--- src/design/y2r_pkg.sv ---
package y2r_pkg;

    localparam int BYTE_W      = 8;
    localparam int COEF_W      = 16;
    localparam int COEF_SET_W  = 48;
    localparam int SAMPLE_W    = 17;
    localparam int PROD_W      = 33;
    localparam int SUM_W       = 35;
    localparam int CHAN_W      = 10;
    localparam int WORD_W      = 32;
    localparam int CNT_W       = 3;
    localparam int FMT_W       = 3;
    localparam int CFG_INDEX_W = 3;
    localparam int NUM_CHAN    = 3;

    localparam logic [FMT_W-1:0] FMT_ARGB  = 3'd0;
    localparam logic [FMT_W-1:0] FMT_BGRA  = 3'd1;
    localparam logic [FMT_W-1:0] FMT_RGB24 = 3'd2;
    localparam logic [FMT_W-1:0] FMT_BGR24 = 3'd3;
    localparam logic [FMT_W-1:0] FMT_R210  = 3'd4;
    localparam logic [FMT_W-1:0] FMT_R10K  = 3'd5;

    localparam logic [CFG_INDEX_W-1:0] REG_SOURCE_ORDER  = 3'd0;
    localparam logic [CFG_INDEX_W-1:0] REG_DEST_FORMAT   = 3'd1;
    localparam logic [CFG_INDEX_W-1:0] REG_CHROMA_MODE   = 3'd2;
    localparam logic [CFG_INDEX_W-1:0] REG_RED_COEFS     = 3'd3;
    localparam logic [CFG_INDEX_W-1:0] REG_GREEN_COEFS   = 3'd4;
    localparam logic [CFG_INDEX_W-1:0] REG_BLUE_COEFS    = 3'd5;
    localparam logic [CFG_INDEX_W-1:0] REG_INPUT_OFFSETS = 3'd6;

    localparam logic ORDER_UYVY     = 1'b1;
    localparam logic CHROMA_AVERAGE = 1'b1;

    localparam logic [CNT_W-1:0] COUNT_PACKED24 = 3'd3;
    localparam logic [CNT_W-1:0] COUNT_PACKED32 = 3'd4;

    localparam logic [CHAN_W-1:0] TOP_8BIT  = 10'd255;
    localparam logic [CHAN_W-1:0] TOP_10BIT = 10'd1023;

    localparam logic [COEF_SET_W-1:0] COEFS_RESET   = 48'd256;
    localparam logic [COEF_SET_W-1:0] OFFSETS_RESET = 48'd0;

    typedef struct packed {
        logic [BYTE_W-1:0] luma;
        logic [BYTE_W-1:0] cb;
        logic [BYTE_W-1:0] cr;
        logic              line_last;
        logic              last_of_run;
    } job_t;

    typedef struct packed {
        logic source_order;
        logic chroma_mode;
    } front_cfg_t;

    typedef struct packed {
        logic [COEF_SET_W-1:0] red_coefs;
        logic [COEF_SET_W-1:0] green_coefs;
        logic [COEF_SET_W-1:0] blue_coefs;
        logic [COEF_SET_W-1:0] input_offsets;
        logic [FMT_W-1:0]      dest_format;
    } back_cfg_t;

endpackage

--- src/design/y2r_queue.sv ---
module y2r_queue
    import y2r_pkg::*;
#(
    parameter int DEPTH = 4
)
(
    input  logic clk,
    input  logic rst_n,
    input  logic push_valid,
    output logic push_ready,
    input  job_t push_data,
    output logic pop_valid,
    input  logic pop_ready,
    output job_t pop_data
);

    localparam int PTR_W = (DEPTH > 1) ? $clog2(DEPTH) : 1;
    localparam int CNT_W_Q = $clog2(DEPTH + 1);
    localparam logic [PTR_W-1:0] LAST_PTR = PTR_W'(DEPTH - 1);
    localparam logic [CNT_W_Q-1:0] FULL_COUNT = CNT_W_Q'(DEPTH);

    job_t               mem_reg [DEPTH];
    logic [PTR_W-1:0]   wr_ptr_reg, wr_ptr_next;
    logic [PTR_W-1:0]   rd_ptr_reg, rd_ptr_next;
    logic [CNT_W_Q-1:0] count_reg, count_next;
    logic               do_push, do_pop;

    assign push_ready = (count_reg != FULL_COUNT);
    assign pop_valid  = (count_reg != '0);
    assign pop_data   = mem_reg[rd_ptr_reg];
    assign do_push    = push_valid && push_ready;
    assign do_pop     = pop_valid && pop_ready;

    always_comb
    begin
        wr_ptr_next = wr_ptr_reg;
        rd_ptr_next = rd_ptr_reg;
        count_next  = count_reg;
        if (do_push)
        begin
            wr_ptr_next = (wr_ptr_reg == LAST_PTR) ? '0 : wr_ptr_reg + PTR_W'(1);
        end
        if (do_pop)
        begin
            rd_ptr_next = (rd_ptr_reg == LAST_PTR) ? '0 : rd_ptr_reg + PTR_W'(1);
        end
        if (do_push && !do_pop)
        begin
            count_next = count_reg + CNT_W_Q'(1);
        end
        else if (do_pop && !do_push)
        begin
            count_next = count_reg - CNT_W_Q'(1);
        end
    end

    always_ff @(posedge clk or negedge rst_n)
    begin
        if (!rst_n)
        begin
            wr_ptr_reg <= '0;
            rd_ptr_reg <= '0;
            count_reg  <= '0;
        end
        else
        begin
            wr_ptr_reg <= wr_ptr_next;
            rd_ptr_reg <= rd_ptr_next;
            count_reg  <= count_next;
        end
    end

    always_ff @(posedge clk)
    begin
        if (do_push)
        begin
            mem_reg[wr_ptr_reg] <= push_data;
        end
    end

endmodule

--- config.mk ---
export PLATFORM = sky130hd
export DESIGN_NAME = y2r_queue
export DESIGN_NICKNAME = d
export VERILOG_FILES = /design/src/design/y2r_pkg.sv /design/src/design/y2r_queue.sv
export SDC_FILE = /design/constraint.sdc
export NUM_CORES = 1
export LEC_CHECK = 0
export ABC_AREA = 1
export BUFFER_PORTS_ARGS = -buffer_cell sky130_fd_sc_hd__buf_2
export CAP_MARGIN = 30
export CORE_MARGIN = 4
export CORE_UTILIZATION = 30
export DETAILED_ROUTE_END_ITERATION = 8
export PLACE_DENSITY = 0.57
export SETUP_SLACK_MARGIN = 0.4
export SYNTH_ARGS = -nofsm -noshare
export SYNTH_HDL_FRONTEND = slang
export SYNTH_SLANG_ARGS = --single-unit
--- constraint.sdc ---
create_clock -name clk -period 2.35 [get_ports clk]
set_clock_uncertainty 0.2 [all_clocks]
set_input_delay 0.3525 -clock clk [delete_from_list [all_inputs] [get_ports clk]]
set_output_delay 0.3525 -clock clk [all_outputs]
set_load 0.02 [all_outputs]
# --- Yosys cells after proc, flatten, opt, wreduce, memory -nomap -nowiden ---
# Memories as Yosys holds them, arrays and structs flattened.
# Cells that the tools add are included.
# Widths: inputs -> output; s select.
totals:
  out_inout_bits: 28
  latchBits: 0
  rom_bits: 0
  reg_bits: 7
  wordCells: 25
  n_memories: 1
  ramBits: 104
classes:
  n_bitwise: 0
  reduce_logical: 8
  multipliers: 0
  magnitude_cmp: 0
  div: 0
  n_eq_ne: 3
  n_addsub: 4
  shifts: 0
  muxes: 6
memory_table:
  columns: ["memory", "words", "width", "rd", "rd_ports_with_merged_regs", "wr", "line_no", "text"]
  rows:
  - ["mem_reg", 4, 26, 1, 0, 1, "y2r_queue.sv:22", "job_t mem_reg [DEPTH];"]
op_table:
  columns: ["cell", "n"]
  rows:
  - ["$mux 3", 2]
  - ["$add 2x1->2 const B", 2]
  - ["$eq 2x2->1 const B", 2]
  - ["$logic_and 1x1->1", 4]
  - ["$mux 2", 2]
  - ["$add 3x1->3 const B", 1]
  - ["$ne 3x3->1 const B", 1]
  - ["$reduce_bool 3->1", 1]
  - ["$sub 3x1->3 const B", 1]
  - ["$logic_not 1->1", 2]
  - ["$mux 1", 2]
  - ["$reduce_bool 2->1", 1]

# --- Logic depth before layout (Yosys ltp) ---
depth:
  word_depth: 6
  ltp_mapped: 12
  depth_no_buf: 12

# --- Least setup slack after synthesis ---
# Ideal clock, no wire load.
synth_timing:
  kind: "register to register"
  from: "register count_reg[0]"
  to: "memory mem_reg[0][0] in the netlist's numbering (enable)"
  setup_slack_ps: -287
  setup_time_ps: 409
  n_path_buf: 0
  path_stages_with_launch: 5
  arrival_ps: 2028
  required_ps: 1741
  path_cell_list: "dfrtp_1 inv_2 nand3_1 nand2_1 nor2_1"
synth_via:
  elab_chain_cells: 4
synth_rtl:
  columns: ["item", "line_no", "text"]
  rows:
  - ["from (decl)", "y2r_queue.sv:25", "logic [CNT_W_Q-1:0] count_reg, count_next;"]
  - ["from (signal assigned)", "y2r_queue.sv:69", "count_reg <= count_next;"]
  - ["$ne 3x3->1", "y2r_queue.sv:28", "assign push_ready = (count_reg != FULL_COUNT);"]
  - ["named net push_ready", "y2r_queue.sv:10", "output logic push_ready,"]
  - ["$logic_and 1x1->1", "y2r_queue.sv:31", "assign do_push = push_valid && push_ready;"]
  - ["$mux 1", "y2r_queue.sv:75", "if (do_push)"]
  - ["$mux 1 (not written as such)", "y2r_queue.sv:77", "mem_reg[wr_ptr_reg] <= push_data;"]
  - ["to (decl)", "y2r_queue.sv:22", null]
# The timed path passes the listed nets, and every way through them passes these cells.

==> flow_metrics.py <==
metrics = {
    "synth": {
        "synthMostInstantiatedCell": "edfxtp_1",
        "synth_area_leader_cell": "edfxtp_1",
        "yosysSeqAreaShare": 0.702,
        "synth.distinct_cells": 17,
        "async_flop_share": 0.0631,
        "yosys_register_bits": 111,
        "yosys-top-cells-area": "edfxtp_1, nand2_1, o211ai_2, inv_1, o211ai_1",
        "synth_ff_type": "edfxtp_1",
        "synth-warning-count": 0,
        "synth_common_cells": "edfxtp_1, nand2_1, inv_1",
        "synth-edff-count": 104,
        "synth_area_per_cell_um2": 13.0,
        "syn_nets": 399,
        "syn-cell-area_um2": 4700,
        "synthCells": 362,
        "synth_top_area_frac": 0.665,
    },
    "cts": {
        "clk_pin_slew_ns": 0.07,
        "tritoncts": "yes",
        "clock_latency_ns": 0.35,
        "numCtsBuffers": 9,
        "clockBufferDepth": 2,
        "cts_sinks": 111,
        "cts_max_level": 3,
        "clock-root-buffer": "clkbuf_16",
    },
    "global_route": {
        "grtUsageTotal": 0.117,
        "grt-ovfl-total": 0,
        "grt_max_degree": 29,
        "grt_pass1_vias": 2926,
        "antenna_found_initial": 2,
        "grt_pass1_wl_mm": 15.8,
    },
    "timing": {
        "rsz0062_at_grt": "yes",
        "finalMaxSlewViolations": 0,
        "period_share": 0.909,
        "finalHoldViolations": 0,
        "max_freq_ghz": 0.468,
        "fin_ws_ns": 0.214,
        "tightest_slew_ns": 0.431,
        "post-route-min-period_ns": 2.14,
        "finalSetupViolCount": 0,
        "hold-worst-slack_ns": 0.0153,
        "setup_tns_ns": 0,
        "maxSlewHeadroom": 0.712,
    },
    "critical_path": {
        "worst_ep_required_time_ns": 1.80,
        "rr_worst_depth": 8,
        "rrSetupSlack_ns": 0.48,
        "crit_fanout": 11,
        "critPathKind": "flop to output port",
        "reg2reg_from": "count_reg[1]",
        "cp-end-kind": "output port",
        "worstPathArrival_ns": 1.58,
        "cp-start-kind": "flop",
        "r2r-end": "count_reg[1]",
    },
    "job": {
        "cap_violations": 0,
    },
    "outcome": {
        "run_status": "complete, no violations",
    },
    "route": {
        "wl_per_cell_um": 14.8,
        "drtIter0Drc": 121,
        "drt_pre_antenna_iters": 4,
        "vias_per_cell": 4.28,
        "vias": 2830,
        "drt-total-wl_mm": 9.78,
        "ant_nets": 0,
        "drc": 0,
    },
    "cells_and_area": {
        "largest_register_ffs": 104,
        "drive_above_1_share": 0.316,
        "final_core_util": 0.394,
        "postLayoutCellArea_um2": 6010,
        "syn_to_final_growth_pct": 28.0,
        "stdcell_count": 661,
        "diodes": 0,
        "fin_nets": 482,
    },
    "placement": {
        "dp_hpwl_mm": 5.90,
        "dpl_cell_area_um2": 5300,
        "dp_slack_ns": 0.313,
        "io_buffers": 57,
        "dp_cells": 625,
        "finalWeightedCongestion": 0.831,
    },
    "floorplan": {
        "initial_core_util": 0.308,
        "num_rows": 45,
        "design.die.area_um2": 17700,
        "die_y_um": 133,
        "boundaryPins": 58,
        "die_w_um": 133,
        "fp.coreArea_um2": 15300,
    },
    "min_path": {
        "min_to": "mem_reg[3][22]",
        "hold_path_class": "input port to flop",
        "min_from": "push_data[22]",
        "whs_path_depth": 1,
    },
    "power": {
        "finalPower_mw": 7.94,
        "p_leak_nw": 2.41,
        "p_per_area_nw_per_um2": 1320,
        "ir_drop_v": 0.000643,
    },
}
## cell usage in the layout, fill, tap and decap left out, drive strengths merged
cell type,n
edfxtp,104
nand2,93
buf,86
inv,65
o211ai,52
clkbuf,11
dfrtp,7
nand3,7
ha,6
nor2,6
clkinv,5
clkinvlp,2
dlygate4sd3,2
o21ai,1
xnor2,1
nand4,1
fa,1
## what timing repair did
item	CTS	global route
resized for setup	62	15
pin swaps	38	22
cloned	2	1
hold buffers	2	0
setup buffers	9	6
endpoints found under the hold margin	8	0
setup endpoints to repair	28	28
## worst max-delay path: stages (launching register included)
cell	delay (ns)
dfrtp_4	0.51
buf_12	0.17
buf_12	0.14
nand2_1	0.06
o211ai_1	0.08
nand2_1	0.14
buf_6	0.14
## metal layers
metal	global-route usage	wire, µm	up-vias	share of wire
li1	-	-	1408	-
met1	0.150	4500	1352	0.46
met2	0.186	4660	49	0.48
met3	0.0313	405	17	0.041
met4	0.0509	190	4	0.019
met5	0	16	-	0.0016
## worst max path at each step
stage | slack, ns | start | endpoint | cells after the start
6_report | 0.21 | rd_ptr_reg[0] | pop_data[17] | 6
5_1_grt | 0.11 | rd_ptr_reg[0] | pop_data[15] | 5
4_1_cts | 0.20 | rd_ptr_reg[0] | pop_data[20] | 5
3_5_place_dp | 0.31 | count_reg[0] | count_reg[1] | 9
3_3_place_gp | 0.39 | count_reg[0] | count_reg[2] | 10
2_1_floorplan | 0.39 | count_reg[0] | count_reg[1] | 9
## final cells by class
| class | instances | area (µm²) |
|---|---|---|
| Timing Repair Buffer | 89 | 815 |
| Sequential cell | 111 | 3300 |
| Clock inverter | 6 | 37.5 |
| Multi-Input combinational cell | 168 | 1110 |
| Clock buffer | 10 | 229 |
| Inverter | 66 | 253 |
| Fill cell | 1464 | 9250 |
| Tap cell | 211 | 264 |
## where the power goes
group	switching, mW	internal [mW]
clock	0.670	0.714
combinational	2.12	1.66
sequential	0.153	2.61
total	2.94	4.99
## cell families after synthesis
logic type | share of synthesized area
buffers and inverters | 0.0821
DFF | 0.702
adders and majority gates | 0.0203
xor gates and xnor gates | 0.00187
AOI/OAI and AO/OA | 0.106
and+or+nand+nor | 0.0879
Note: power is estimated with default switching activity, not from simulation.
