--- src/design/y2r_pkg.sv ---
package y2r_pkg;

    localparam int BYTE_W      = 8;
    localparam int COEF_W      = 16;
    localparam int COEF_SET_W  = 48;
    localparam int SAMPLE_W    = 17;
    localparam int PROD_W      = 33;
    localparam int SUM_W       = 35;
    localparam int CHAN_W      = 10;
    localparam int WORD_W      = 32;
    localparam int CNT_W       = 3;
    localparam int FMT_W       = 3;
    localparam int CFG_INDEX_W = 3;
    localparam int NUM_CHAN    = 3;

    localparam logic [FMT_W-1:0] FMT_ARGB  = 3'd0;
    localparam logic [FMT_W-1:0] FMT_BGRA  = 3'd1;
    localparam logic [FMT_W-1:0] FMT_RGB24 = 3'd2;
    localparam logic [FMT_W-1:0] FMT_BGR24 = 3'd3;
    localparam logic [FMT_W-1:0] FMT_R210  = 3'd4;
    localparam logic [FMT_W-1:0] FMT_R10K  = 3'd5;

    localparam logic [CFG_INDEX_W-1:0] REG_SOURCE_ORDER  = 3'd0;
    localparam logic [CFG_INDEX_W-1:0] REG_DEST_FORMAT   = 3'd1;
    localparam logic [CFG_INDEX_W-1:0] REG_CHROMA_MODE   = 3'd2;
    localparam logic [CFG_INDEX_W-1:0] REG_RED_COEFS     = 3'd3;
    localparam logic [CFG_INDEX_W-1:0] REG_GREEN_COEFS   = 3'd4;
    localparam logic [CFG_INDEX_W-1:0] REG_BLUE_COEFS    = 3'd5;
    localparam logic [CFG_INDEX_W-1:0] REG_INPUT_OFFSETS = 3'd6;

    localparam logic ORDER_UYVY     = 1'b1;
    localparam logic CHROMA_AVERAGE = 1'b1;

    localparam logic [CNT_W-1:0] COUNT_PACKED24 = 3'd3;
    localparam logic [CNT_W-1:0] COUNT_PACKED32 = 3'd4;

    localparam logic [CHAN_W-1:0] TOP_8BIT  = 10'd255;
    localparam logic [CHAN_W-1:0] TOP_10BIT = 10'd1023;

    localparam logic [COEF_SET_W-1:0] COEFS_RESET   = 48'd256;
    localparam logic [COEF_SET_W-1:0] OFFSETS_RESET = 48'd0;

    typedef struct packed {
        logic [BYTE_W-1:0] luma;
        logic [BYTE_W-1:0] cb;
        logic [BYTE_W-1:0] cr;
        logic              line_last;
        logic              last_of_run;
    } job_t;

    typedef struct packed {
        logic source_order;
        logic chroma_mode;
    } front_cfg_t;

    typedef struct packed {
        logic [COEF_SET_W-1:0] red_coefs;
        logic [COEF_SET_W-1:0] green_coefs;
        logic [COEF_SET_W-1:0] blue_coefs;
        logic [COEF_SET_W-1:0] input_offsets;
        logic [FMT_W-1:0]      dest_format;
    } back_cfg_t;

endpackage

--- src/design/y2r_front.sv ---
module y2r_front
    import y2r_pkg::*;
(
    input  logic              clk,
    input  logic              rst_n,
    input  front_cfg_t        cfg,
    input  logic              in_valid,
    output logic              in_ready,
    input  logic [BYTE_W-1:0] first_byte,
    input  logic [BYTE_W-1:0] second_byte,
    input  logic [BYTE_W-1:0] third_byte,
    input  logic [BYTE_W-1:0] fourth_byte,
    input  logic              line_end,
    output logic              job_valid,
    input  logic              job_ready,
    output job_t              job
);

    // Pending pixel jobs of the held item: bit 0 held pixel, bit 1 first pixel,
    // bit 2 second pixel. The lowest set bit goes out next.
    logic [2:0]        mask_reg, mask_next;
    logic [2:0]        mask_left;
    logic              pending_reg, pending_next;
    logic [BYTE_W-1:0] held_luma_reg, held_cb_reg, held_cr_reg;
    logic [BYTE_W-1:0] a_luma_reg, a_cb_reg, a_cr_reg;
    logic [BYTE_W-1:0] y0_reg, y1_reg, cb_reg, cr_reg;
    logic              le_reg;
    logic [BYTE_W-1:0] y0, y1, u, v;
    logic [BYTE_W:0]   sum_cb, sum_cr;
    logic              push, accept, hold_second;

    always_comb
    begin
        if (cfg.source_order == ORDER_UYVY)
        begin
            u  = first_byte;
            y0 = second_byte;
            v  = third_byte;
            y1 = fourth_byte;
        end
        else
        begin
            y0 = first_byte;
            u  = second_byte;
            y1 = third_byte;
            v  = fourth_byte;
        end
    end

    assign sum_cb      = {1'b0, held_cb_reg} + {1'b0, u};
    assign sum_cr      = {1'b0, held_cr_reg} + {1'b0, v};
    assign hold_second = (cfg.chroma_mode == CHROMA_AVERAGE) && !line_end;

    assign job_valid = (mask_reg != 3'd0);
    assign push      = job_valid && job_ready;
    assign mask_left = mask_reg & (mask_reg - 3'd1);
    assign in_ready  = push ? (mask_left == 3'd0) : !job_valid;
    assign accept    = in_valid && in_ready;

    always_comb
    begin
        job.last_of_run = (mask_left == 3'd0);
        if (mask_reg[0])
        begin
            job.luma      = a_luma_reg;
            job.cb        = a_cb_reg;
            job.cr        = a_cr_reg;
            job.line_last = 1'b0;
        end
        else if (mask_reg[1])
        begin
            job.luma      = y0_reg;
            job.cb        = cb_reg;
            job.cr        = cr_reg;
            job.line_last = 1'b0;
        end
        else
        begin
            job.luma      = y1_reg;
            job.cb        = cb_reg;
            job.cr        = cr_reg;
            job.line_last = le_reg;
        end
    end

    always_comb
    begin
        mask_next    = push ? mask_left : mask_reg;
        pending_next = pending_reg;
        if (accept)
        begin
            mask_next    = {!hold_second, 1'b1, pending_reg};
            pending_next = hold_second;
        end
    end

    always_ff @(posedge clk or negedge rst_n)
    begin
        if (!rst_n)
        begin
            mask_reg    <= 3'd0;
            pending_reg <= 1'b0;
        end
        else
        begin
            mask_reg    <= mask_next;
            pending_reg <= pending_next;
        end
    end

    always_ff @(posedge clk)
    begin
        if (accept)
        begin
            a_luma_reg <= held_luma_reg;
            a_cb_reg   <= sum_cb[BYTE_W:1];
            a_cr_reg   <= sum_cr[BYTE_W:1];
            y0_reg     <= y0;
            y1_reg     <= y1;
            cb_reg     <= u;
            cr_reg     <= v;
            le_reg     <= line_end;
            if (hold_second)
            begin
                held_luma_reg <= y1;
                held_cb_reg   <= u;
                held_cr_reg   <= v;
            end
        end
    end

endmodule

--- config.mk ---
export PLATFORM = sky130hd
export DESIGN_NAME = y2r_front
export DESIGN_NICKNAME = d
export VERILOG_FILES = /design/src/design/y2r_pkg.sv /design/src/design/y2r_front.sv
export SDC_FILE = /design/constraint.sdc
export NUM_CORES = 1
export LEC_CHECK = 0
export BUFFER_PORTS_ARGS = -buffer_cell sky130_fd_sc_hd__buf_2
export CAP_MARGIN = 20
export CORE_MARGIN = 2
export CORE_UTILIZATION = 32
export CTS_CLUSTER_DIAMETER = 60
export DETAILED_ROUTE_END_ITERATION = 10
export GPL_TIMING_DRIVEN = 0
export MAX_ROUTING_LAYER = met4
export PLACE_DENSITY_LB_ADDON = 0.05
export SYNTH_ARGS = -nofsm -noshare
export SYNTH_HDL_FRONTEND = slang
export SYNTH_SLANG_ARGS = --single-unit
--- constraint.sdc ---
create_clock -name clk -period 7 [get_ports clk]
set_input_delay 0 -clock clk [delete_from_list [all_inputs] [get_ports clk]]
set_output_delay 0 -clock clk [all_outputs]
set_load 0.02 [all_outputs]
Yosys cells after proc, flatten, opt, wreduce, memory -nomap -nowiden
Cells that the tools add are included.
Storage, ports and cells
  flip-flop bits (word level): 85
  output and inout bits: 28
  word-level logic and storage cells: 36
Cells by class
  add/sub/neg operators: 3
  muxes and demuxes: 9
  bitwise logic cells: 1
  reduce and logical (&&, ||, !) cells: 10
Operator list (number)
  $mux 25: 2
  $mux 8: 4
  $add 8x8->9: 2
  $mux 3: 2
  $and 3x3->3: 1
  $logic_and 1x1->1: 3
  $logic_not 1->1: 3
  $logic_not 3->1: 1
  $reduce_bool 3->1: 1
  $sub 3x1->3 const B: 1
  $reduce_and 2->1: 1
  $reduce_bool 2->1: 1
  $mux 1: 1

Logic depth before layout (Yosys ltp)
Gate-level depths: netlist of the first run.
  depth in word-level cells: 6
  depth in mapped cells: 8

Least setup slack after synthesis of the first run
Ideal clock, no wire load.
  kind: reg2reg
  start: reg mask_reg[1]
  end: reg a_cb_reg[0] (enable)
  library setup time: 411 ps
  data arrival time: 2725 ps
  path slack: 3864 ps
  stages on the path, launching flop included: 6
  buffers on the path: 1
  clock period less this slack: 3136 ps
  cell sequence: dfrtp_1 -> clkbuf_1 -> maj3_1 -> o21ai_0 -> nand2_1 -> inv_1
On the way
  cells in the longest elaborated chain, start to end: 5
Ends and longest elaborated chain
  from (decl): RTL line y2r_front.sv:21  | logic [2:0] mask_reg, mask_next;
  from (signal assigned): RTL line y2r_front.sv:106  | mask_reg <= mask_next;
  $sub 3x1->3: RTL line y2r_front.sv:56  | assign mask_left = mask_reg & (mask_reg - 3'd1);
  $and 3x3->3: RTL line y2r_front.sv:56
  $logic_not 3->1: RTL line y2r_front.sv:57  | assign in_ready = push ? (mask_left == 3'd0) : !job_valid;
  $mux 1 *: RTL line y2r_front.sv:57
  net in_ready: RTL line y2r_front.sv:8  | output logic in_ready,
  $logic_and 1x1->1 *: RTL line y2r_front.sv:58  | assign accept = in_valid && in_ready;
  net accept: RTL line y2r_front.sv:30  | logic push, accept, hold_second;
  to (signal assigned): RTL line y2r_front.sv:116  | a_cb_reg <= sum_cb[BYTE_W:1];
  to (decl): RTL line y2r_front.sv:25  | logic [BYTE_W-1:0] a_luma_reg, a_cb_reg, a_cr_reg;
Mark *: on every way through the listed nets, which the timed path passes. The rest lies on a longest branch.
A chain may end at the register's enable or synchronous reset.

==> results by group, run 1 <==
Clock network
  • CTS buffer count: 9
  • Quantity of gates resized following cts: 0
  • Worst-skew pair later-pin latency: 0.34 ns
  • Clock sink total: 85
  • Number of buffers between clock root and the deepest sink: 2
  • Clock transition at the registers of the reported paths: 0.06 ns
  • Number of H-tree branching levels: 3
  • TritonCTS clock tree: built
  • Clock root cell: clkbuf_16

Floorplanning
  • Starting density of the core: 33.1%
  • Die footprint: 13,400 um^2
  • Number of top-level pins: 67
  • Placement row count: 40
  • Width of the chip: about 120 um
  • Core ar.: approximately 12,000 um^2
  • DIE HEIGHT: 116 um

Logic synthesis
  • Total nets after synthesis: 321
  • Post-synthesis async set-or-reset flop share: 4.71%
  • Post-synthesis cell count: 266
  • Yosys cell types: 34
  • Count of synthesis-stage warnings from yosys: 0
  • Netlist Area Pre-Place: about 4000 um^2
  • Main synth FF type: edfxtp_1
  • Number of flops mapped to enable cells by yosys: 81
  • Avg Cell Area, Syn: 15.1 um^2
  • Synthesis-stage register bit count: 85
  • Sequential-to-total area share from yosys stat: a little over three fifths

Timing
  • Clock period minus worst slack: 2.47 ns
  • Final count of pins violating max slew: 0
  • Final worst path period share: 35.3%
  • Hold Vio Cnt, Final: 0
  • Total Negative Setup Slacks: 0 ns
  • Minimum setup slack in the final design: approximately 4.5 ns
  • Worst setup skew after layout: 0.00722 ns
  • Worst hold margin: ~0.0079 ns
  • Transition time of the tightest slew-check pin: 0.870 ns
  • Unrepaired setup endpoints after global routing: false
  • Number of endpoints failing setup at the final stage: 0
  • Highest clock frequency the design can meet: 0.405 GHz
  • Relative slew slack: 42.0%

Place
  • Detail Placement HPWL: 5.90 mm
  • I/O Buffers: 65
  • Pre-CTS worst setup slack: between 4 and 5 ns
  • Final weighted congestion in routability-driven placement: 0.779

Power
  • Relative contribution of combinational cells to total power: 30.1%
  • P_sw: 535 uW
  • PwrDens: 337 nW/um^2
  • Clock network fraction of design power: between 20% and 30%
  • Switching share of total power: 31.2%
  • Cell internal pwr: approximately 1.2 mW
  • Sequential Power Share: 40.8%
  • P_leak: 1.92 nW
  • Max IR drop VDD: 0.134 mV

Routing
  • First-pass iteration count of the detailed router: 4
  • Drc violations: 0
  • Final WL: 8.66 mm
  • Per-cell via count in the routed design: 4.67
  • Routed WL per cell: 16.1 um
  • Number of vias in the routed layout: roughly 2.5k
  • Starting DRT DRC Count: 116
  • Remaining number of nets flagged by the antenna check after routing: 0

Global routing
  • Antenna violations before repair: 0
  • Via count of the first global-routing pass: 2,472
  • Maximum number of pins on one net before global-route repair: 43
  • Gr usage total: 14.0%
  • First-pass GRT wire length: 13.4 mm
  • Remaining global-route overflow: 0

Setup path
  • Reg-to-reg slack, setup: approximately 4.6 ns
  • Arrival @ worst endpoint: 2.47 ns
  • Critical Path RT: 7.00 ns
  • Critical Path Sink Type: primary output
  • Critical path startpoint category: flop
  • R2R Path Start: mask_reg[1]$_DFFE_PN0P_
  • Setup Crit Path Kind: flop to primary output
  • Critical Path Sink: job[9]
  • Worst-path maximum fanout: 10
  • R2r endpoint: held_cb_reg[5]$_DFFE_PP_
  • Critical Path Start: mask_reg[0]$_DFFE_PN0P_
  • R2r worst-path depth: 4

Outcome
  • Status: finished clean

Final layout
  • Area delta synth->final: 27.0%
  • Total number of nets in the final design: 420
  • Antenna diode count: 0
  • Fraction of final layout cells sized beyond drive strength 1: between 30% and 40%

Job
  • Max-cap viol count: 0

Hold path
  • Class of the tightest hold or removal check: primary input to flop
metal layers:
metal	GRT usage, %	share of wire [%]	vias to the layer above
met5	-	0	-
met4	6.67	2.7	0
met3	2.67	5.2	12
met2	20.0	43	79
met1	19.1	49	1206
li1	-	-	1213
cells in the final DEF, fill, tap and decap left out, types with 3 or more instances in the layout:
cell and n:
edfxtp_1 81, buf_2 65, mux2_2 46, dlygate4sd3_1 22, nand2_1 20, ha_1 14, o21ai_0 13, clkbuf_1 9
a21oi_1 9, clkbuf_16 9, mux2i_1 8, nand3_1 6, xnor2_1 6, inv_1 5, nor2_1 4, xor2_1 4
dfrtp_1 4, a21o_1 3, o21a_1 3, nor2b_1 3, a221oi_1 3
power groups by stage:
stage / logic (mW) / registers [mW] / clock network, mW
2_1_floorplan: 0.344 / 0.706 / 0
3_3_place_gp: 0.505 / 0.716 / 0
3_5_place_dp: 0.514 / 0.711 / 0
4_1_cts: 0.528 / 0.701 / 0.512
5_1_grt: 0.567 / 0.708 / 0.535
6_report: 0.516 / 0.700 / 0.499
worst min-delay path by stage:
stage                                       endpoint           start  cells past startpoint  slack (ns)
after global placement       pending_reg$_DFFE_PN0P_           rst_n                      1       -0.19
after CTS                 held_luma_reg[5]$_DFFE_PP_  fourth_byte[5]                      2     0.00002
after detailed placement     pending_reg$_DFFE_PN0P_           rst_n                      1       -0.19
final                            y1_reg[6]$_DFFE_PP_   third_byte[6]                      2       0.008
after floorplan              mask_reg[0]$_DFFE_PN0P_           rst_n                      0       -0.30
after global routing      held_luma_reg[5]$_DFFE_PP_  fourth_byte[5]                      2        0.01
repair_timing:
| action | CTS | global route |
|---|---|---|
| setup buffers | 0 | 0 |
| hold buffers | 22 | 0 |
| endpoints found under the hold margin | 16 | 0 |
cell type report:
class | count | area (um^2)
Fill cell | 1210 | 7020
Sequential cell | 85 | 2530
Multi-Input combinational cell | 165 | 1410
Timing Repair Buffer | 88 | 566
Clock buffer | 10 | 229
Tap cell | 168 | 210
Clock inverter | 5 | 76.3
Buffer | 10 | 45.0
Inverter | 6 | 22.5
stage by stage:
step           area (um^2)  total power, mW  utilization (%)  cells
3_5_place_dp          4570             1.23             37.7    500
3_3_place_gp          4550             1.22             37.5    499
5_1_grt               5090             1.81             42.1    537
4_1_cts               5090             1.74             42.1    537
6_report              5090             1.71             42.1    537
2_1_floorplan         4010             1.05                -    266
cell families after synthesis:
family	Yosys count	share of synthesized area, %
AO/OA/AOI/OAI	38	6.49
multiplexers	56	15.7
XOR/XNOR	10	2.18
flip-flops	85	63.1
AND/OR/NAND/NOR	44	5.24
adder cells (fa/ha/maj)	17	5.61
buffers and inverters	16	1.68
synth_stat cells, drive strengths merged, types with 5 or more instances:
library cell  number  area [um^2]
edfxtp            81         2430
mux2              48          548
nand2             20         75.1
ha                14          175
o21ai             13         65.1
a21oi              9         45.0
clkbuf             8         30.0
mux2i              8         80.1
inv                6         22.5
nand3              6         30.0
xnor2              6         52.6
a221oi             5         56.3
worst max-delay path, cell delays in order, from the launching register on:
cell and delay, ns:
dfrtp_1 0.38, clkbuf_1 0.45, clkbuf_1 0.72, mux2_2 0.43, buf_2 0.16
(Power assumes the default switching activity.)
==> run 2: changes to the inputs <==
- clock period: 7 -> 2.07 ns (I/O delays scaled with it)
==> run 2 against run 1 <==
Effect of this change: power increased to 3.4 times the previous value; clock skew is essentially flat; critical path depth grew 2; routed wire length increased by 3.2%; flip-flop and latch count unchanged; sequential power rose to 3.4 times the previous value; clock power grew to 3.4 times the previous value; via count is 0.80% lower; critical endpoint is now a_cr_reg[7]$_DFFE_PP_; worst setup slack worse by 4.4 ns; non-clock buffer count fell by 2.
==> results by group, run 2 (synthesized netlist as in run 1, its figures left out) <==
Routing
  • Drc violations: 0 (unchanged)
  • Routed WL per cell: 16.6 um (+3.2%)
  • First-pass iteration count of the detailed router: 5 (+1)
  • Number of vias in the routed layout: 2,490 (-0.80%)
  • Starting DRT DRC Count: 160 (+38%)
  • Per-cell via count in the routed design: 4.64 (-0.80%)
  • Remaining number of nets flagged by the antenna check after routing: 0 (unchanged)
  • Final WL: 8.94 mm (+3.2%)

Timing
  • Hold Vio Cnt, Final: 0 (unchanged)
  • Final worst path period share: 93.8%
  • Unrepaired setup endpoints after global routing: false
  • Final count of pins violating max slew: 0 (unchanged)
  • Clock period minus worst slack: approximately 2 ns
  • Highest clock frequency the design can meet: ~0.51 GHz
  • Transition time of the tightest slew-check pin: 0.643 ns (-0.227 ns)
  • Number of endpoints failing setup at the final stage: 0 (unchanged)
  • Relative slew slack: 57.1% (+15 points)
  • Worst setup skew after layout: 0.00758 ns (+0.000363 ns)

Setup path
  • Setup Crit Path Kind: flop to flop
  • Critical path startpoint category: flop
  • Worst-path maximum fanout: 2 (-8)
  • Critical Path Sink Type: flop
  • Critical Path RT: 2.15 ns (-4.85 ns)
  • Arrival @ worst endpoint: 2.02 ns (-0.45 ns)

Clock network
  • Clock sink total: 85 (unchanged)
  • TritonCTS clock tree: built
  • Number of buffers between clock root and the deepest sink: 2 (unchanged)
  • Number of H-tree branching levels: 3 (unchanged)
  • Worst-skew pair later-pin latency: 0.33 ns (about the same)
  • Clock root cell: clkbuf_16
  • Clock transition at the registers of the reported paths: 0.06 ns (about the same)
  • CTS buffer count: 9 (unchanged)

Final layout
  • Most frequent cells in the layout: 81 x edfxtp_1, 66 x buf_2, 46 x mux2_2
  • Total number of nets in the final design: 419 (-0.24%)
  • Non-filler instance count after layout: 537 (unchanged)
  • FF/Latch Area: 2530 um^2 (unchanged)
  • Antenna diode count: 0 (unchanged)
  • # fillers: 1,164 (-3.8%)
  • Area taken by multi-input logic gates: 1450 um^2 (+2.9%)
  • Fraction of final layout cells sized beyond drive strength 1: 40.4% (+4.6 points)
  • Utilization after layout: 42.5% (+0.43 points)
  • Area delta synth->final: 28.3%
  • Most common cell after layout, fill and taps aside: edfxtp_1

Floorplanning
  • Core ar.: 12,100 um^2 (unchanged)
  • DIE HEIGHT: 116 um (unchanged)
  • Number of top-level pins: 67 (unchanged)
  • Starting density of the core: 33.1% (unchanged)
  • Die footprint: 13,400 um^2 (unchanged)
  • Width of the chip: 116 um (unchanged)
  • Placement row count: 40 (unchanged)

Global routing
  • Via count of the first global-routing pass: 2,436 (-1.5%)
  • First-pass GRT wire length: 13.3 mm (-0.46%)
  • Gr usage total: 13.9% (about the same)
  • Antenna violations before repair: 0 (unchanged)
  • Maximum number of pins on one net before global-route repair: 42 (-2.3%)
  • Remaining global-route overflow: 0 (unchanged)

Power
  • Max IR drop VDD: 0.483 mV (+260%)
  • PwrDens: 1150 nW/um^2 (+240%)
  • P_leak: 1.95 nW (+1.8%)

Outcome
  • Status: finished clean

Place
  • Post-placement cell count: 500 (unchanged)
  • I/O Buffers: 65 (unchanged)
  • Detail Placement HPWL: 5.82 mm (-1.4%)
  • Final weighted congestion in routability-driven placement: 0.827 (+6.2%)

Job
  • Max-cap viol count: 0 (unchanged)

Hold path
  • Class of the tightest hold or removal check: primary input to flop
==> run 2: cell types whose count changed in the layout (fill, tap and decap cells not counted), sizes merged <==
cell and change:
dlygate4sd3 -3, clkinv +3, inv -1, buf +2, and4b +1, clkbuf -2
==> run 2: power by group <==
group / total [mW] / internal (mW) / switching, mW
Sequential: 2.37 / 2.28 / 0.0904
Combinational: 1.84 / 0.719 / 1.12
Clock: 1.71 / 1.05 / 0.655
==> run 2: through the flow <==
| stage | instance area, um^2 | setup TNS [ns] | setup WS (ns) | hold slack (ns) | power, mW |
|---|---|---|---|---|---|
| after floorplan | 4040 | -4.21 | -0.0738 | -0.296 | 3.60 |
| after global placement | 4580 | -40.21 | -0.569 | -0.194 | 4.17 |
| after global routing | 5150 | 0 | 0.0121 | 0.00900 | 6.22 |
| after CTS | 5120 | 0 | 0.0121 | 0.000719 | 5.98 |
| after detailed placement | 4600 | -9.42 | -0.277 | -0.188 | 4.20 |
| final | 5150 | 0 | 0.128 | 0.00502 | 5.91 |
==> run 2: layer usage <==
| layer | vias to the layer above | GRT usage, % | share of wire (%) |
|---|---|---|---|
| met5 | - | - | 0 |
| met4 | 0 | 4.76 | 0.66 |
| met3 | 5 | 2.35 | 4.7 |
| met2 | 68 | 20.2 | 43 |
| met1 | 1195 | 19.9 | 52 |
| li1 | 1222 | - | - |
==> run 2: layout make-up <==
class	instances	area share (%)
sequential	85	49.2
tap	168	4.08
timing repair buffer	86	10.6
clock inverter	7	1.75
clock buffer	9	4.38
buffer	10	1.26
multi-input combinational	166	28.3
inverter	6	0.511
==> run 2: critical path: stages (launching register included) <==
cell and delay [ns]:
edfxtp_1 0.39, and2_1 0.16, fa_1 0.39, a21o_1 0.20, a21oi_1 0.24, o21a_1 0.21, o21ai_0 0.10
==> run 2: path summary, 6_finish.rpt <==
kind / from / endpoint / slack, ns / depth (start not counted)
setup / recovery: held_cr_reg[0]$_DFFE_PP_ / a_cr_reg[7]$_DFFE_PP_ / 0.13 / 6
hold / removal: second_byte[4] / y0_reg[4]$_DFFE_PP_ / 0.005 / 2
setup reg to reg: held_cr_reg[0]$_DFFE_PP_ / a_cr_reg[7]$_DFFE_PP_ / 0.13 / 6
hold reg to reg: held_luma_reg[1]$_DFFE_PP_ / a_luma_reg[1]$_DFFE_PP_ / 0.42 / 0
max in group asynchronous: rst_n / mask_reg[1]$_DFFE_PN0P_ / 1.33 / 3
min in group asynchronous: rst_n / pending_reg$_DFFE_PN0P_ / 0.57 / 3
==> run 2: timing repair <==
item	in CTS	in global routing
hold buffers	19	0
endpoints found under the hold margin	14	0
gates resized for setup	6	10
gates cloned	0	1
pin swaps	0	1
setup endpoints to repair	86	31
setup buffers	1	0
==> run 3: changes to the inputs <==
- CELL_PAD_IN_SITES_DETAIL_PLACEMENT: not set -> 1
- CELL_PAD_IN_SITES_GLOBAL_PLACEMENT: not set -> 1
==> run 3 against run 2 <==
Effect of this change: flip-flop and latch count is the same; routed wire length grew 5.5%; sequential power is essentially flat; register-to-register slack lost 0.02 ns; critical endpoint is now a_cb_reg[4]$_DFFE_PP_; via count grew 2.3%; non-clock buffer count grew 3; critical path depth grew 2; core utilization shrank 0.26 points.
==> results by group, run 3 (synthesized netlist as in run 1, its figures left out) <==
Outcome
  • Status: finished clean

Timing
  • Unrepaired setup endpoints after global routing: true
  • Final worst path period share: 96.8% (+3.0 points)
  • Highest clock frequency the design can meet: 0.499 GHz (-3.1%)
  • Clock period minus worst slack: 2.00 ns (+0.0618 ns)
  • Worst setup skew after layout: 0.00738 ns (-0.000203 ns)
  • Worst hold margin: 0.0166 ns (+0.0116 ns)
  • Final count of pins violating max slew: 0 (unchanged)
  • Transition time of the tightest slew-check pin: 0.659 ns (+0.0160 ns)
  • Hold Vio Cnt, Final: 0 (unchanged)
  • Relative slew slack: 56.1% (-1.1 points)
  • Number of endpoints failing setup at the final stage: 0 (unchanged)

Floorplanning
  • Number of top-level pins: 67 (unchanged)
  • Width of the chip: 116 um (unchanged)
  • Die footprint: 13,400 um^2 (unchanged)
  • Starting density of the core: 33.1% (unchanged)
  • Placement row count: 40 (unchanged)
  • DIE HEIGHT: 116 um (unchanged)
  • Core ar.: 12,100 um^2 (unchanged)

Global routing
  • First-pass GRT wire length: 14.5 mm (+8.4%)
  • Met3 Resource Use GR: 3.61% (+1.3 points)
  • Met2 Use GR: 23.0% (+2.7 points)
  • Antenna violations before repair: 0 (unchanged)
  • Gr usage total: 15.2% (+1.2 points)
  • Via count of the first global-routing pass: 2,651 (+8.8%)
  • Remaining global-route overflow: 0 (unchanged)
  • Maximum number of pins on one net before global-route repair: 37 (-12%)
  • Most used routing layer: met2
  • Global-route track usage on met1: 20.3% (+0.39 points)

Routing
  • Routed WL per cell: 17.5 um (+4.9%)
  • Per-cell via count in the routed design: 4.72 (+1.7%)
  • Drc violations: 0 (unchanged)
  • Final WL: 9.43 mm (+5.5%)
  • Remaining number of nets flagged by the antenna check after routing: 0 (unchanged)
  • Number of vias in the routed layout: 2,547 (+2.3%)
  • First-pass iteration count of the detailed router: 4 (-1)
  • Starting DRT DRC Count: 118 (-26%)

Setup path
  • Setup Crit Path Kind: primary input to flop
  • Critical path startpoint category: primary input
  • R2R Path Start: mask_reg[1]$_DFFE_PN0P_
  • Worst-path maximum fanout: 10 (+8)
  • Peak per-stage delay on the critical path: 0.43 ns (+0.04 ns)
  • Category of cells accounting for the largest share of critical-path delay: compound AO/OA/AOI/OAI gates
  • Critical Path Sink Type: flop
  • Critical Path RT: 2.27 ns (+0.12 ns)
  • Slowest cell on the critical path: a2111o_1
  • CP Cell Sequence: buf_6, clkbuf_4, mux2_2, ha_1, and3_1, a221o_1, a2111o_1, nand3_1
  • Critical Path Start: cfg[1]
  • Crit path buf inv count: 2 (+2)
  • Arrival @ worst endpoint: 2.20 ns (+0.18 ns)

Power
  • Total power: 5.64 mW (-4.6%)
  • P_leak: 1.93 nW (-1.1%)
  • Max IR drop VDD: 0.619 mV (+28%)
  • PwrDens: 1100 nW/um^2 (-4.0%)

Clock network
  • Clock sink total: 85 (unchanged)
  • Number of H-tree branching levels: 3 (unchanged)
  • Clock transition at the registers of the reported paths: 0.06 ns (about the same)
  • CTS buffer count: 9 (unchanged)
  • Worst-skew pair later-pin latency: 0.33 ns (about the same)
  • Number of buffers between clock root and the deepest sink: 2 (unchanged)
  • TritonCTS clock tree: built
  • Clock root cell: clkbuf_16

Place
  • Detail Placement HPWL: 6.07 mm (+4.3%)
  • I/O Buffers: 65 (unchanged)
  • Final weighted congestion in routability-driven placement: 0.751 (-9.1%)

Final layout
  • # fillers: 1,283 (+10%)
  • Fraction of final layout cells sized beyond drive strength 1: 38.7% (-1.7 points)
  • Most frequent cells in the layout: 81 x edfxtp_1, 66 x buf_2, 46 x mux2_2
  • Total number of nets in the final design: 423 (+0.95%)
  • Most common cell after layout, fill and taps aside: edfxtp_1
  • Antenna diode count: 0 (unchanged)
  • Area delta synth->final: 27.5%

Hold path
  • Worst hold start: third_byte[3]
  • Class of the tightest hold or removal check: primary input to flop

Job
  • Max-cap viol count: 0 (unchanged)
## run 3: cell types whose count changed in the layout (fill, tap and decap cells not counted), moves of 2 or more
cell           before  now
bufinv_16           2    0
clkinv_4            2    0
dlygate4sd3_1      19   22
clkbuf_1            1    3
clkbuf_4            3    5
## run 3: worst register-to-register path, stage by stage (launching register included)
cell	delay [ns]
dfrtp_1	0.37
clkbuf_2	0.17
maj3_2	0.35
o21ai_4	0.24
nand2_2	0.15
clkinvlp_4	0.13
buf_12	0.22
## run 3: layer usage
metal  vias up  wire length (um)
met2        54              4250
met5         -                 0
met3        12               306
met1      1252              4750
met4         0               131
li1       1229                 -
## run 3: final timing paths
kind,endpoint,slack (ns),depth (start not counted)
worst min register to register,a_luma_reg[4]$_DFFE_PP_,0.42,0
worst max register to register,cb_reg[5]$_DFFE_PP_,0.11,6
min in group asynchronous,pending_reg$_DFFE_PN0P_,0.56,3
max in group asynchronous,mask_reg[2]$_DFFE_PN0P_,1.33,3
worst max-delay path,a_cb_reg[4]$_DFFE_PP_,0.07,8
worst min-delay path,y1_reg[3]$_DFFE_PP_,0.02,2
## run 3: area by class of cell
cell class	count	area, um^2	share of cell area (%)
clock inverter	4	16.3	0.318
sequential	85	2530	49.5
multi-input combinational	166	1450	28.3
buffer	10	67.6	1.32
clock buffer	11	233	4.55
inverter	6	26.3	0.514
timing repair buffer	89	573	11.2
tap	168	210	4.11
timing repair inverter	1	7.51	0.147
## run 3: repair_timing
item | 4_1_cts | 5_1_grt
endpoints found under the setup margin | 81 | 43
setup buffers | 1 | 0
hold buffers | 20 | 2
endpoints found under the hold margin | 17 | 1
pin swaps | 0 | 1
cloned | 1 | 1
resized for setup | 5 | 12
## run 3: through the flow
stage          util, %  cell area (um^2)   TNS (ns)  std cells  worst slack, ns
4_1_cts           41.8              5070          0        537          0.00150
5_1_grt           42.2              5110  -0.000550        540        -0.000380
3_3_place_gp      37.8              4580     -39.42        499           -0.561
3_5_place_dp      38.0              4600     -12.04        500           -0.293
2_1_floorplan        -              4040      -4.21        266          -0.0738
6_report          42.2              5110          0        540           0.0661
## run 3: power breakdown
part	internal (mW)	switching (mW)	leakage (nW)
registers	2.28	0.0895	0.799
clock network	0.792	0.612	0.122
logic	0.729	1.14	1.01
